`config.mk`:
```
export PLATFORM = sky130hd
export DESIGN_NAME = sign_error_lms_predictor
export DESIGN_NICKNAME = d
export VERILOG_FILES = /design/src/design/slp_pkg.sv /design/src/design/slp_ram.sv /design/src/design/slp_alu.sv /design/src/design/sign_error_lms_predictor.sv
export SDC_FILE = /design/constraint.sdc
export NUM_CORES = 2
export LEC_CHECK = 0
export BUFFER_PORTS_ARGS = -buffer_cell sky130_fd_sc_hd__buf_2
export CORE_MARGIN = 2
export CORE_UTILIZATION = 60
export CTS_BUF_LIST = sky130_fd_sc_hd__clkbuf_4 sky130_fd_sc_hd__clkbuf_8
export CTS_CLUSTER_SIZE = 30
export DETAILED_ROUTE_END_ITERATION = 6
export PLACE_DENSITY = 0.76
export SYNTH_ARGS = -nofsm -noshare
export SYNTH_HDL_FRONTEND = slang
export SYNTH_SLANG_ARGS = --single-unit
```
`constraint.sdc`:
```
create_clock -name clk -period 10.3 [get_ports clk]
set_clock_uncertainty 0.2 [all_clocks]
set_input_delay 1.03 -clock clk [delete_from_list [all_inputs] [get_ports clk]]
set_output_delay 1.03 -clock clk [all_outputs]
set_load 0.02 [all_outputs]
```
`src/design/slp_pkg.sv`:
```
// Shared types and constants of the sign-error LMS predictor.
`timescale 1ns / 1ps

package slp_pkg;

  localparam int DATA_W         = 32;
  localparam int SAMPLE_W       = 24;
  localparam int TAPS_CFG_W     = 6;
  localparam int PADDR_W        = 3;
  localparam int PDATA_W        = 32;

  localparam int MAX_TAPS_DEF   = 32;
  localparam int FRAC_BITS_DEF  = 14;
  localparam int STEP_SHIFT_DEF = 5;

  localparam logic [TAPS_CFG_W-1:0] TAPS_RESET = 6'd32;

  // Register index, taken from paddr[2].
  localparam logic REG_TAPS_IN_USE = 1'b0;

  typedef enum logic [1:0] {
    SIGN_ZERO,
    SIGN_POS,
    SIGN_NEG
  } sign_t;

  typedef struct packed {
    logic  clear;
    logic  mul_go;
    logic  upd_mode;
    sign_t sign;
  } alu_ctrl_t;

endpackage

```
`src/design/slp_ram.sv`:
```
// Generic single-write, single-read RAM with registered read data.
`timescale 1ns / 1ps

module slp_ram #(
  parameter int WIDTH = 32,
  parameter int DEPTH = 32,
  parameter int AW    = (DEPTH > 1) ? $clog2(DEPTH) : 1
) (
  input  logic             clk,
  input  logic             we,
  input  logic [AW-1:0]    waddr,
  input  logic [WIDTH-1:0] wdata,
  input  logic [AW-1:0]    raddr,
  output logic [WIDTH-1:0] rdata
);

  logic [WIDTH-1:0] mem [DEPTH];

  always_ff @(posedge clk) begin
    if (we) begin
      mem[waddr] <= wdata;
    end
    rdata <= mem[raddr];
  end

endmodule

```
`src/design/slp_alu.sv`:
```
// Shared multiplier with accumulator and weight-update adder.
`timescale 1ns / 1ps

module slp_alu #(
  parameter int FRAC_BITS  = slp_pkg::FRAC_BITS_DEF,
  parameter int STEP_SHIFT = slp_pkg::STEP_SHIFT_DEF
) (
  input  logic                       clk,
  input  logic                       rst,
  input  slp_pkg::alu_ctrl_t         ctrl,
  input  logic [slp_pkg::DATA_W-1:0] weight,
  input  logic [slp_pkg::DATA_W-1:0] history,
  output logic [slp_pkg::DATA_W-1:0] prediction,
  output logic [slp_pkg::DATA_W-1:0] new_weight,
  output logic                       prod_valid
);

  localparam logic [slp_pkg::DATA_W-1:0] HALF  = slp_pkg::DATA_W'(1) << (FRAC_BITS - 1);
  localparam logic [slp_pkg::DATA_W-1:0] ROUND = slp_pkg::DATA_W'(1) << (STEP_SHIFT - 1);

  logic [slp_pkg::DATA_W-1:0] sign_word;
  logic [slp_pkg::DATA_W-1:0] mul_a;
  logic [slp_pkg::DATA_W-1:0] product;
  logic [slp_pkg::DATA_W-1:0] prod_q;
  logic [slp_pkg::DATA_W-1:0] weight_q;
  logic [slp_pkg::DATA_W-1:0] acc;
  logic [slp_pkg::DATA_W-1:0] step_sum;

  always_comb begin
    case (ctrl.sign)
      slp_pkg::SIGN_POS: sign_word = slp_pkg::DATA_W'(1);
      slp_pkg::SIGN_NEG: sign_word = '1;
      default:           sign_word = '0;
    endcase
  end

  // The multiplier serves both passes: weight times history for the
  // prediction, and sign times history for the update.
  assign mul_a   = ctrl.upd_mode ? sign_word : weight;
  assign product = mul_a * history;

  always_ff @(posedge clk) begin
    if (rst) begin
      prod_valid <= 1'b0;
    end else begin
      prod_valid <= ctrl.mul_go;
    end
    prod_q   <= product;
    weight_q <= weight;
    if (ctrl.clear) begin
      acc <= HALF;
    end else if (prod_valid && !ctrl.upd_mode) begin
      acc <= acc + prod_q;
    end
  end

  assign step_sum   = prod_q + ROUND;
  assign new_weight = weight_q + slp_pkg::DATA_W'($signed(step_sum) >>> STEP_SHIFT);
  assign prediction = slp_pkg::DATA_W'($signed(acc) >>> FRAC_BITS);

endmodule

```
`src/design/sign_error_lms_predictor.sv`:
```
// Top level of the sign-error LMS adaptive predictor.
`timescale 1ns / 1ps

// Sign-error LMS adaptive predictor. Each accepted input transaction carries
// one 24-bit audio sample and a restart flag; the block answers with one
// 32-bit residual, the sample minus the rounded weighted sum of the last
// T = min(taps_in_use, MAX_TAPS) samples, and then nudges each of those T
// weights by the sign of the residual times the matching past sample.
// A single 32x32 multiplier does all the work under a small sequencer: one
// pass over the taps builds the prediction, a second pass updates the
// weights, and a final history step stores the new sample in the ring.
// Each pass issues a read for every tap in turn and then drains the RAM read
// and multiplier pipeline. in_stall stays high from acceptance until the
// block returns to idle. The result sits in an output register, so the next
// sample is taken while a residual still waits on out_stall; a residual
// still held there when the next transaction completes keeps the block in
// its completion step until the receiver takes it.
// Weights and history live in two RAMs; per-entry valid flags make a reset
// or a restart take effect at once, with no clearing pass. Write
// taps_in_use (register 0, byte address 0, low six bits) only while the
// block is idle; values above MAX_TAPS act as MAX_TAPS.
module sign_error_lms_predictor #(
  parameter int MAX_TAPS   = slp_pkg::MAX_TAPS_DEF,
  parameter int FRAC_BITS  = slp_pkg::FRAC_BITS_DEF,
  parameter int STEP_SHIFT = slp_pkg::STEP_SHIFT_DEF
) (
  input  logic                               clk,
  input  logic                               rst,
  input  logic                               in_valid,
  output logic                               in_stall,
  input  logic signed [slp_pkg::SAMPLE_W-1:0] sample,
  input  logic                               restart,
  output logic                               out_valid,
  input  logic                               out_stall,
  output logic signed [slp_pkg::DATA_W-1:0]  residual,
  input  logic                               psel,
  input  logic                               penable,
  input  logic                               pwrite,
  input  logic [slp_pkg::PADDR_W-1:0]        paddr,
  input  logic [slp_pkg::PDATA_W-1:0]        pwdata,
  output logic [slp_pkg::PDATA_W-1:0]        prdata,
  output logic                               pready
);

  localparam int AW    = (MAX_TAPS > 1) ? $clog2(MAX_TAPS) : 1;
  localparam int CNT_W = $clog2(MAX_TAPS + 1);
  localparam int DW    = slp_pkg::DATA_W;

  typedef enum logic [2:0] {
    ST_IDLE,
    ST_MAC,
    ST_UPD,
    ST_HIST,
    ST_DONE
  } state_t;

  state_t state;

  logic [slp_pkg::TAPS_CFG_W-1:0] taps_in_use;
  logic [CNT_W-1:0]               taps_eff;
  logic [CNT_W-1:0]               cnt;
  logic [AW-1:0]                  idx;
  logic [AW:0]                    phys_sum;
  logic [AW-1:0]                  phys;
  logic [AW-1:0]                  head;
  logic [AW-1:0]                  head_dec;
  logic [AW-1:0]                  idx_d1;
  logic [AW-1:0]                  idx_d2;
  logic [MAX_TAPS-1:0]            w_vld;
  logic [MAX_TAPS-1:0]            h_vld;
  logic                           w_vld_q;
  logic                           h_vld_q;
  logic                           rd_v;
  logic                           issue;
  logic                           drained;
  logic                           accept;
  logic                           cfg_wr;
  logic [slp_pkg::SAMPLE_W-1:0]   sample_q;
  logic [DW-1:0]                  sample_ext;
  logic [DW-1:0]                  resid_q;
  logic [DW-1:0]                  w_rdata;
  logic [DW-1:0]                  h_rdata;
  logic [DW-1:0]                  w_op;
  logic [DW-1:0]                  h_op;
  logic [DW-1:0]                  prediction;
  logic [DW-1:0]                  new_weight;
  logic                           prod_valid;
  logic                           w_we;
  logic                           h_we;
  slp_pkg::alu_ctrl_t             alu_ctrl;
  slp_pkg::sign_t                 resid_sign;

  // Configuration port.
  assign pready = 1'b1;
  assign cfg_wr = psel && penable && pwrite && pready && (paddr[2] == slp_pkg::REG_TAPS_IN_USE);

  always_comb begin
    prdata = '0;
    if (paddr[2] == slp_pkg::REG_TAPS_IN_USE) begin
      prdata = slp_pkg::PDATA_W'(taps_in_use);
    end
  end

  // Tap counts above the stored depth saturate.
  assign taps_eff = (32'(taps_in_use) > 32'(MAX_TAPS)) ? CNT_W'(MAX_TAPS)
                                                       : CNT_W'(taps_in_use);

  assign accept   = in_valid && !in_stall;
  assign in_stall = (state != ST_IDLE);

  // Sequencer: one tap index per cycle during each pass.
  assign issue   = ((state == ST_MAC) || (state == ST_UPD)) && (cnt < taps_eff);
  assign drained = !issue && !rd_v && !prod_valid;
  assign idx     = cnt[AW-1:0];

  // History is a ring: tap i sits at head + i, wrapped at the depth.
  assign phys_sum = {1'b0, head} + {1'b0, idx};
  assign phys     = (phys_sum >= (AW + 1)'(MAX_TAPS)) ? AW'(phys_sum - (AW + 1)'(MAX_TAPS))
                                                     : phys_sum[AW-1:0];
  assign head_dec = (head == '0) ? AW'(MAX_TAPS - 1) : head - AW'(1);

  assign sample_ext = {{(DW - slp_pkg::SAMPLE_W){sample_q[slp_pkg::SAMPLE_W-1]}}, sample_q};

  always_comb begin
    if (resid_q == '0) begin
      resid_sign = slp_pkg::SIGN_ZERO;
    end else if (resid_q[DW-1]) begin
      resid_sign = slp_pkg::SIGN_NEG;
    end else begin
      resid_sign = slp_pkg::SIGN_POS;
    end
  end

  always_comb begin
    alu_ctrl.clear    = accept;
    alu_ctrl.mul_go   = rd_v;
    alu_ctrl.upd_mode = (state == ST_UPD);
    alu_ctrl.sign     = resid_sign;
  end

  // Entries never written since reset or restart read as zero.
  assign w_op = w_vld_q ? w_rdata : '0;
  assign h_op = h_vld_q ? h_rdata : '0;

  assign w_we = prod_valid && (state == ST_UPD);
  assign h_we = (state == ST_HIST);

  always_ff @(posedge clk) begin
    if (rst) begin
      state       <= ST_IDLE;
      taps_in_use <= slp_pkg::TAPS_RESET;
      cnt         <= '0;
      head        <= '0;
      w_vld       <= '0;
      h_vld       <= '0;
      rd_v        <= 1'b0;
      out_valid   <= 1'b0;
    end else begin
      if (cfg_wr) begin
        taps_in_use <= pwdata[slp_pkg::TAPS_CFG_W-1:0];
      end
      rd_v <= issue;
      if (issue) begin
        cnt <= cnt + CNT_W'(1);
      end
      // In the completion step the result register is reloaded below instead.
      if (out_valid && !out_stall && (state != ST_DONE)) begin
        out_valid <= 1'b0;
      end
      if (w_we) begin
        w_vld[idx_d2] <= 1'b1;
      end
      case (state)
        ST_IDLE: begin
          if (accept) begin
            cnt   <= '0;
            state <= ST_MAC;
            if (restart) begin
              w_vld <= '0;
              h_vld <= '0;
            end
          end
        end
        ST_MAC: begin
          if (drained) begin
            cnt   <= '0;
            state <= ST_UPD;
          end
        end
        ST_UPD: begin
          if (drained) begin
            state <= ST_HIST;
          end
        end
        ST_HIST: begin
          head           <= head_dec;
          h_vld[head_dec] <= 1'b1;
          state          <= ST_DONE;
        end
        ST_DONE: begin
          if (!out_valid || !out_stall) begin
            out_valid <= 1'b1;
            state     <= ST_IDLE;
          end
        end
        default: begin
          state <= ST_IDLE;
        end
      endcase
    end
    if (accept) begin
      sample_q <= sample;
    end
    if ((state == ST_MAC) && drained) begin
      resid_q <= sample_ext - prediction;
    end
    if ((state == ST_DONE) && (!out_valid || !out_stall)) begin
      residual <= resid_q;
    end
    w_vld_q <= w_vld[idx];
    h_vld_q <= h_vld[phys];
    idx_d1  <= idx;
    idx_d2  <= idx_d1;
  end

  slp_ram #(
    .WIDTH (DW),
    .DEPTH (MAX_TAPS),
    .AW    (AW)
  ) u_weight_ram (
    .clk   (clk),
    .we    (w_we),
    .waddr (idx_d2),
    .wdata (new_weight),
    .raddr (idx),
    .rdata (w_rdata)
  );

  slp_ram #(
    .WIDTH (DW),
    .DEPTH (MAX_TAPS),
    .AW    (AW)
  ) u_history_ram (
    .clk   (clk),
    .we    (h_we),
    .waddr (head_dec),
    .wdata (sample_ext),
    .raddr (phys),
    .rdata (h_rdata)
  );

  slp_alu #(
    .FRAC_BITS  (FRAC_BITS),
    .STEP_SHIFT (STEP_SHIFT)
  ) u_alu (
    .clk        (clk),
    .rst        (rst),
    .ctrl       (alu_ctrl),
    .weight     (w_op),
    .history    (h_op),
    .prediction (prediction),
    .new_weight (new_weight),
    .prod_valid (prod_valid)
  );

`ifndef SYNTHESIS
  // A transaction that is taken closes the input side until it completes.
  assert property (@(posedge clk) disable iff (rst) accept |=> in_stall)
    else $error("input taken again while busy");

  // Weight writes trail the read pipeline and stay within the taps in use.
  assert property (@(posedge clk) disable iff (rst) w_we |-> (32'(idx_d2) < 32'(taps_eff)))
    else $error("weight write beyond taps in use");

  // The update pass starts from tap zero with an empty multiplier pipeline.
  assert property (@(posedge clk) disable iff (rst)
    ((state == ST_UPD) && ($past(state) == ST_MAC)) |-> ((cnt == '0) && !rd_v && !prod_valid))
    else $error("update pass entered with pipeline busy");

  // A new residual appears only from the final sequencer step.
  assert property (@(posedge clk) disable iff (rst) $rose(out_valid) |-> ($past(state) == ST_DONE))
    else $error("result raised outside completion");
`endif

endmodule

```
; ---- Word level (Yosys, flattened, before mapping)
; Memory sizes are Yosys's and may differ from the RTL's. A register that Yosys moved wholly into a read port is not among the register bits.
; Cells that the tools add are included.
[op_classes]
n_eq_ne = 12
n_addsub = 8
reduce_logical = 31
mux = 41
order_cmp = 9
mul = 1
bitwise = 3
[ops]
columns = op, count
row1 = 32-bit two-way mux, 9
row2 = 32-bit case mux with 2 select lines, 2
row3 = 32-bit adder, 2
row4 = 32-bit OR, 2
row5 = "32-bit by 5-bit adder with 32-bit output, second input constant", 1
row6 = 32-bit zero test, 1
row7 = 32-bit by 32-bit multiplier with 32-bit output, 1
row8 = 6-bit two-way mux, 5
row9 = 24-bit by 18-bit subtractor with 25-bit output, 1
row10 = "5-bit by 6-bit less-than comparator with 1-bit output, second input constant", 4
row11 = 1-bit logical AND, 15
row12 = 3-bit case mux with 5 select lines, 1
row13 = 3-bit two-way mux, 4
row14 = 6-bit case mux with 2 select lines, 1
row15 = 1-bit two-way mux, 11
row16 = 1-bit binary-select mux with 5-bit select, 2
row17 = 1-bit demux with 5-bit select, 2
row18 = "5-bit by 1-bit greater-or-equal comparator with 1-bit output, second input constant", 2
row19 = 5-bit two-way mux, 2
row20 = "5-bit by 1-bit subtractor with 5-bit output, second input constant", 2
row21 = "2-bit inequality test, second input constant", 4
row22 = 1-bit zero test, 7
row23 = 5-bit by 5-bit adder with 6-bit output, 1
row24 = "6-bit by 1-bit adder with 6-bit output, second input constant", 1
row25 = other kinds (19), 22
[totals]
in_bits = 67
ramBits = 2048
elab_cells = 126
ff_bits = 283
mem_count = 2
out_inout_bits = 67
[memory_table]
columns = name, depth, word_bits, read_ports, rd_clocked_by_memory_dff, write_ports, line
row1 = u_history_ram.mem, 32, 32, 1, 1, 1, slp_ram.sv:17  ; logic [WIDTH-1:0] mem [DEPTH];
row2 = u_weight_ram.mem, 32, 32, 1, 1, 1, slp_ram.sv:17

; ---- Logic depth before layout (Yosys ltp)
[logic_depth]
ltp_word = 9
mapped_depth = 37
mapped_depth_nobuf = 31

; ---- Cells and area by module
; Synthesis repeated with hierarchy kept, for this count alone.
[hier_totals]
hier_cells = 7919
hier_area_um2 = 112462.9
[modules_own_cells]
columns = module, seq_area_each_um2, cells_per_inst, area_per_inst_um2, instances
row1 = slp_ram, 31390.1, 2260, 40485.1, 2
row2 = slp_alu, 1941.9, 2500, 22190.0, 1
row3 = sign_error_lms_predictor, 4604.4, 899, 9302.7, 1

; ---- Least setup slack after synthesis
; OpenSTA, ideal clock, no wires.
[synth_path]
kind = flip-flop to flip-flop
from = register state[1]
to = register u_alu.prod_q[29] in the netlist's numbering
path_slack_ps = 2153
path_stages_with_launch = 35
path_buffers = 4
t_arrival_ps = 7875
setup_time_ps = 72
required_time_ps = 10028
cell_sequence = dfxtp_1 -> nor3b_4 -> nand2_1 -> buf_2 -> clkbuf_1 -> clkbuf_1 -> o21ai_1 -> nand2_1 -> fa_1 -> fa_1 -> inv_1 -> fa_1 -> inv_1 -> fa_1 -> inv_1 -> fa_1 -> inv_1 -> fa_1 -> inv_1 -> fa_1 -> inv_1 -> fa_1 -> inv_1 -> ha_1 -> clkbuf_1 -> o21a_1 -> o21ai_0 -> a21oi_1 -> o31a_1 -> o21a_1 -> nand2b_1 -> a31oi_1 -> o21a_1 -> nor2_1 -> xnor2_1
[synth_between]
elab_chain_len = 3
[synth_rtl]
columns = element, line
row1 = "start, declared", sign_error_lms_predictor.sv:57  ; state_t state;
row2 = "start signal, assigned", sign_error_lms_predictor.sv:150  ; state <= ST_IDLE;
row3 = "start signal, assigned", sign_error_lms_predictor.sv:177  ; state <= ST_MAC;
row4 = "start signal, assigned", sign_error_lms_predictor.sv:187  ; state <= ST_UPD;
row5 = 3-bit by 2-bit == test with 1-bit output, sign_error_lms_predictor.sv:137  ; alu_ctrl.upd_mode = (state == ST_UPD);
row6 = 32-bit two-way mux, slp_alu.sv:39  ; assign mul_a = ctrl.upd_mode ? sign_word : weight;
row7 = 32-bit by 32-bit multiplier with 32-bit output, slp_alu.sv:40  ; assign product = mul_a * history;
row8 = "via u_alu.product, one bit", slp_alu.sv:23  ; logic [slp_pkg::DATA_W-1:0] product;
row9 = "end signal, assigned", slp_alu.sv:48  ; prod_q <= product;
row10 = "end, declared", slp_alu.sv:24  ; logic [slp_pkg::DATA_W-1:0] prod_q;
; The timed path passes the listed nets, and every way through them passes these cells.
; A chain may end at the register's enable or synchronous reset.

; ---- Worst setup path in the final report
[layout_path]
from = register state[2]
to = register u_alu.prod_q[28] in the netlist's numbering
; The elaborated chain is that of the path after synthesis.

==> results.md <==
- For this run, the slowest stage of the critical path takes 1.07 ns.
- At the pin with the least slew margin, the transition time is about 1.4 ns.
- Subtracting the final worst setup slack from the clock period gives ~9.3 ns.
- The number of synthesized flops with an enable pin is between 1500 and 2000.
- The library cell used most frequently in the layout, excluding fill and tap cells, is edfxtp_1.
- 134 I/O pins were placed.
- The tree is rooted in a clkbuf_8.
- The insertion delay to the later sink of the worst-skew pair is about 1.1 ns.
- The worst path uses between 90% and 100% of the clock period.
- The clock sink total is roughly 2100.
- The kind of capture point of the worst setup path is a flip-flop.
- The number of cells on the worst reg-to-reg path is 28.
- After floorplanning, the core was divided into about 150 placement rows.
- The classification of the worst-slack hold path is in2reg.
- Data arrives at the worst endpoint at roughly 10 ns.
- The finished cells cover between 0.1 and 0.15 mm².
- The number of instances in the synthesized netlist is just over 6000.
- The area overhead of the layout relative to synthesis is 11.01%.
- Dividing total power by cell area gives a power density of 181.5 mW/mm².
- In this run the worst path has a maximum fanout of 19.
- The required time reported for the critical path endpoint is between 10 and 15 ns.
- The analysis attributes to cell leakage a power of 38.57 nW.
- Buffers inserted during clock tree synthesis total 339.
- The TritonCTS clock tree is yes.
- The maximum clock insertion buffer count is 4.
- The number of antenna violations at the first check in global routing came to 10.
- The number of buffers added on ports is 78.
- The capturing point of the worst reg2reg path is u_alu.prod_q[28]$_DFF_P_.
- The via total after detailed routing is around 55000.
- Post-CTS repair changed the size of 0 cells.
- In this run the horizontal extent of the chip is 409.4 µm.
- The floorplan step set the die height to approximately 400 µm.
- For this run, the total global-route usage over all layers was measured as 29.40%.
- The effective utilization at floorplan is between 60% and 70%.
- The total cell area at the placement stage is ~0.10 mm².
- Before antenna repair, the detailed router went through 6 iterations.
- The first global-routing pass estimated approximately 360 mm of wire.
- The top cell types in the final layout, fill and taps aside, are 1866 x edfxtp_1, 580 x mux4_2, 579 x inv_1.
- The category of the worst setup path launch point is a flip-flop.
- Derived from the worst setup path, the maximum achievable clock frequency is ~0.11 GHz.
- The remaining max-slew budget at the tightest pin is ~8.5%.
- The via count normalized by instance count is 6.264.
- The post-synthesis area per instance is roughly 16 µm².
- Yosys printed 0 warnings.
- The die covers 0.1676 mm².
- Dividing the detail-routed wire length by the instance count gives between 20 and 30 µm.
- The critical path is of the reg2reg type.
- At the end of the flow, the number of nets in the layout was 7077.
- Setup repair after global routing left no endpoint under its margin.
- The filler cells instantiated in the layout total around 11000.
- The area inside the core boundary is ~0.16 mm².
- Adding up every negative setup slack in the final design gives 0 ns.
- After clock tree synthesis, the clock-pin slew on the worst setup and hold paths is 0.06 ns.
- The number of global-route vias before repair is 55670.
- The most critical setup path has its startpoint at state[2]$_SDFFE_PP0P_.
- The cell repeated most along the worst path is fa_1.
- Sequential cells were found to cover about three fifths of the synthesized design area.
- The worst register-to-register path begins at state[2]$_SDFFE_PP0P_.
- Global routing finished with a remaining overflow of 0.
- Once detailed placement completed, the half-perimeter wirelength came to approximately 150 mm.
- The detailed router finished its first iteration with ~6600 violations.
- The most critical setup path has its endpoint at u_alu.prod_q[28]$_DFF_P_.
- The count of final hold-check violations is 0.
- The run finished with clean final reports.
- The post-synth design cell area is roughly 0.099 mm².
- Setup violations remaining at the end of the flow were counted as 0.
- The fraction of layout cells with a size suffix above 1 is between 20% and 30%.
- The synthesized design contains ~2100 register bits.
- The final estimated routing congestion in global placement is ~0.93.
- For this run, design rule violations remaining after detail routing come to 0.
- The slowest stage of the critical path belongs to the cell a21oi_1.
- The final number of max-transition violations is 0.
- The number of different library cells used by synthesis comes to 75.
- The fraction of registers with async set/reset is 0%.
- Cells fill 67.19% of the core in the end.
- The CTS H-tree depth is 5.
- The detail route stage leaves a number of antenna-violating nets equal to 0.
- The wire length reported by the detailed router is roughly 240 mm.
- Final hold analysis gives a worst-case slack of roughly 0.11 ns.
- Entering global routing, the biggest net connects roughly 140 pins.
- The worst ir drop on vdd is approximately 0.00018 V.
- The register-to-register setup slack is about 0.96 ns.
- The tool flagged a number of max-cap violations equal to 0.
- Among all flip-flop cells after synthesis, the most frequent one is edfxtp_1.
## worst max-delay path: cells and delay by family, from the launching register on
family | cells | cell delay, ns
DFF | 1 | 0.61
xor gates and xnor gates | 1 | 0.23
adders and majority gates | 9 | 4.07
and+or+nand+nor | 6 | 1.42
buffers and inverters | 5 | 0.43
AOI/OAI and AO/OA | 7 | 2.15
## cell families (layout without fill, tap and decap cells)
kind of cell | Yosys count | in the layout | synth area share [%]
AO/OA/AOI/OAI | 462 | 462 | 2.896
XOR/XNOR | 189 | 189 | 1.678
adder cells (fa/ha/maj) | 628 | 628 | 11.08
buffers and inverters | 863 | 1420 | 3.439
flip-flops | 2117 | 2117 | 61.91
multiplexers | 647 | 647 | 14.00
other | 2 | 34 | 0.007615
AND/OR/NAND/NOR | 1138 | 1138 | 4.988
## cell type report
cell class | instances | area, µm² | area share [%]
antenna | 7 | 17.52 | 0.01600
clock buffer | 482 | 5877 | 5.368
clock inverter | 105 | 733.2 | 0.6697
inverter | 580 | 2177 | 1.988
multi-input combinational | 3091 | 35060 | 32.02
sequential | 2117 | 61080 | 55.78
tap | 2175 | 2721 | 2.486
timing repair buffer | 253 | 1822 | 1.664
## where the power goes
part	internal (W)	switching (W)
sequential	0.00960	0.000222
combinational	0.00138	0.00157
clock	0.00391	0.00319
total	0.0149	0.00498
## per-layer routing
| layer | vias up | wire (µm) | global-route usage (%) |
|---|---|---|---|
| met2 | 3170 | 117600 | 46.39 |
| met4 | 4 | 7855 | 9.705 |
| met1 | 28550 | 93640 | 42.09 |
| li1 | 22970 | - | - |
| met5 | - | 34 | 0 |
| met3 | 488 | 24330 | 5.395 |
## stage by stage
step	cells	power (W)	setup slack (ns)
final	8810	0.01987	0.9577
after global routing	8804	0.02049	0.7088
after CTS	8800	0.01996	1.068
after detailed placement	8185	0.01294	1.187
after global placement	8185	0.01289	1.247
after floorplan	6071	0.01205	2.153
## worst min path at each step
stage | depth (start not counted) | startpoint | endpoint | slack [ns]
global placement | 0 | idx_d1[3]$_DFF_P_ | idx_d2[3]$_DFF_P_ | 0.11
floorplan | 0 | idx_d1[0]$_DFF_P_ | idx_d2[0]$_DFF_P_ | 0.11
detailed placement | 0 | idx_d1[3]$_DFF_P_ | idx_d2[3]$_DFF_P_ | 0.11
global route | 1 | sample[10] | sample_q[10]$_DFFE_PP_ | 0.05
finish | 4 | pwdata[5] | taps_in_use[5]$_SDFFE_PP1P_ | 0.11
CTS | 1 | sample[10] | sample_q[10]$_DFFE_PP_ | 0.02
## what timing repair did
| action | in CTS | in global routing |
|---|---|---|
| hold buffers | 28 | 0 |
| endpoints found under the hold margin | 28 | 0 |
| buffers inserted | 0 | 0 |
## registers in the layout, indices dropped and copies added (netlist names), 5 cells and up
register / count
u_weight_ram.mem: 1024
u_history_ram.mem: 768
h_vld: 32
u_alu.acc: 32
u_alu.prod_q: 32
u_alu.weight_q: 32
u_weight_ram.rdata: 32
w_vld: 32
resid_q: 25
residual: 25
sample_q: 24
u_history_ram.rdata: 24
cnt: 6
taps_in_use: 6
head: 5
idx_d1: 5
idx_d2: 5
## synthesized netlist by cell type (7+ instances only)
library cell  number  area (µm²)
a211oi_1          20       150.1
a21boi_0           7       52.55
a21o_1            54       405.4
a21oi_1          184       920.9
a31oi_1           18       112.6
and2_1            39       244.0
and3_1            11       68.82
buf_1             46       172.7
buf_4             35       262.8
clkbuf_1         195       732.0
dfxtp_1          251        5025
edfxtp_1        1866       56030
fa_1             409        8188
ha_1             219        2740
inv_1            580        2177
mux2_2            59       664.4
mux2i_1            8       80.08
mux4_2           580       13060
nand2_1          363        1363
nand2b_1          22       137.6
nand3_1           63       315.3
nand3b_1           8       60.06
nand4_1           13       81.33
nand4b_1           7       61.31
nor2_1           498        1869
nor2b_1           19       118.9
nor3_1            37       185.2
nor4_1            10       62.56
o21a_1            20       150.1
o21ai_0           73       365.4
o21ai_1           11       55.05
o21bai_1          15       112.6
or2_2             12       75.07
or3_1              9       56.30
xnor2_1          139        1217
xor2_1            50       437.9
No activity file was read; power rests on OpenSTA's default activity.
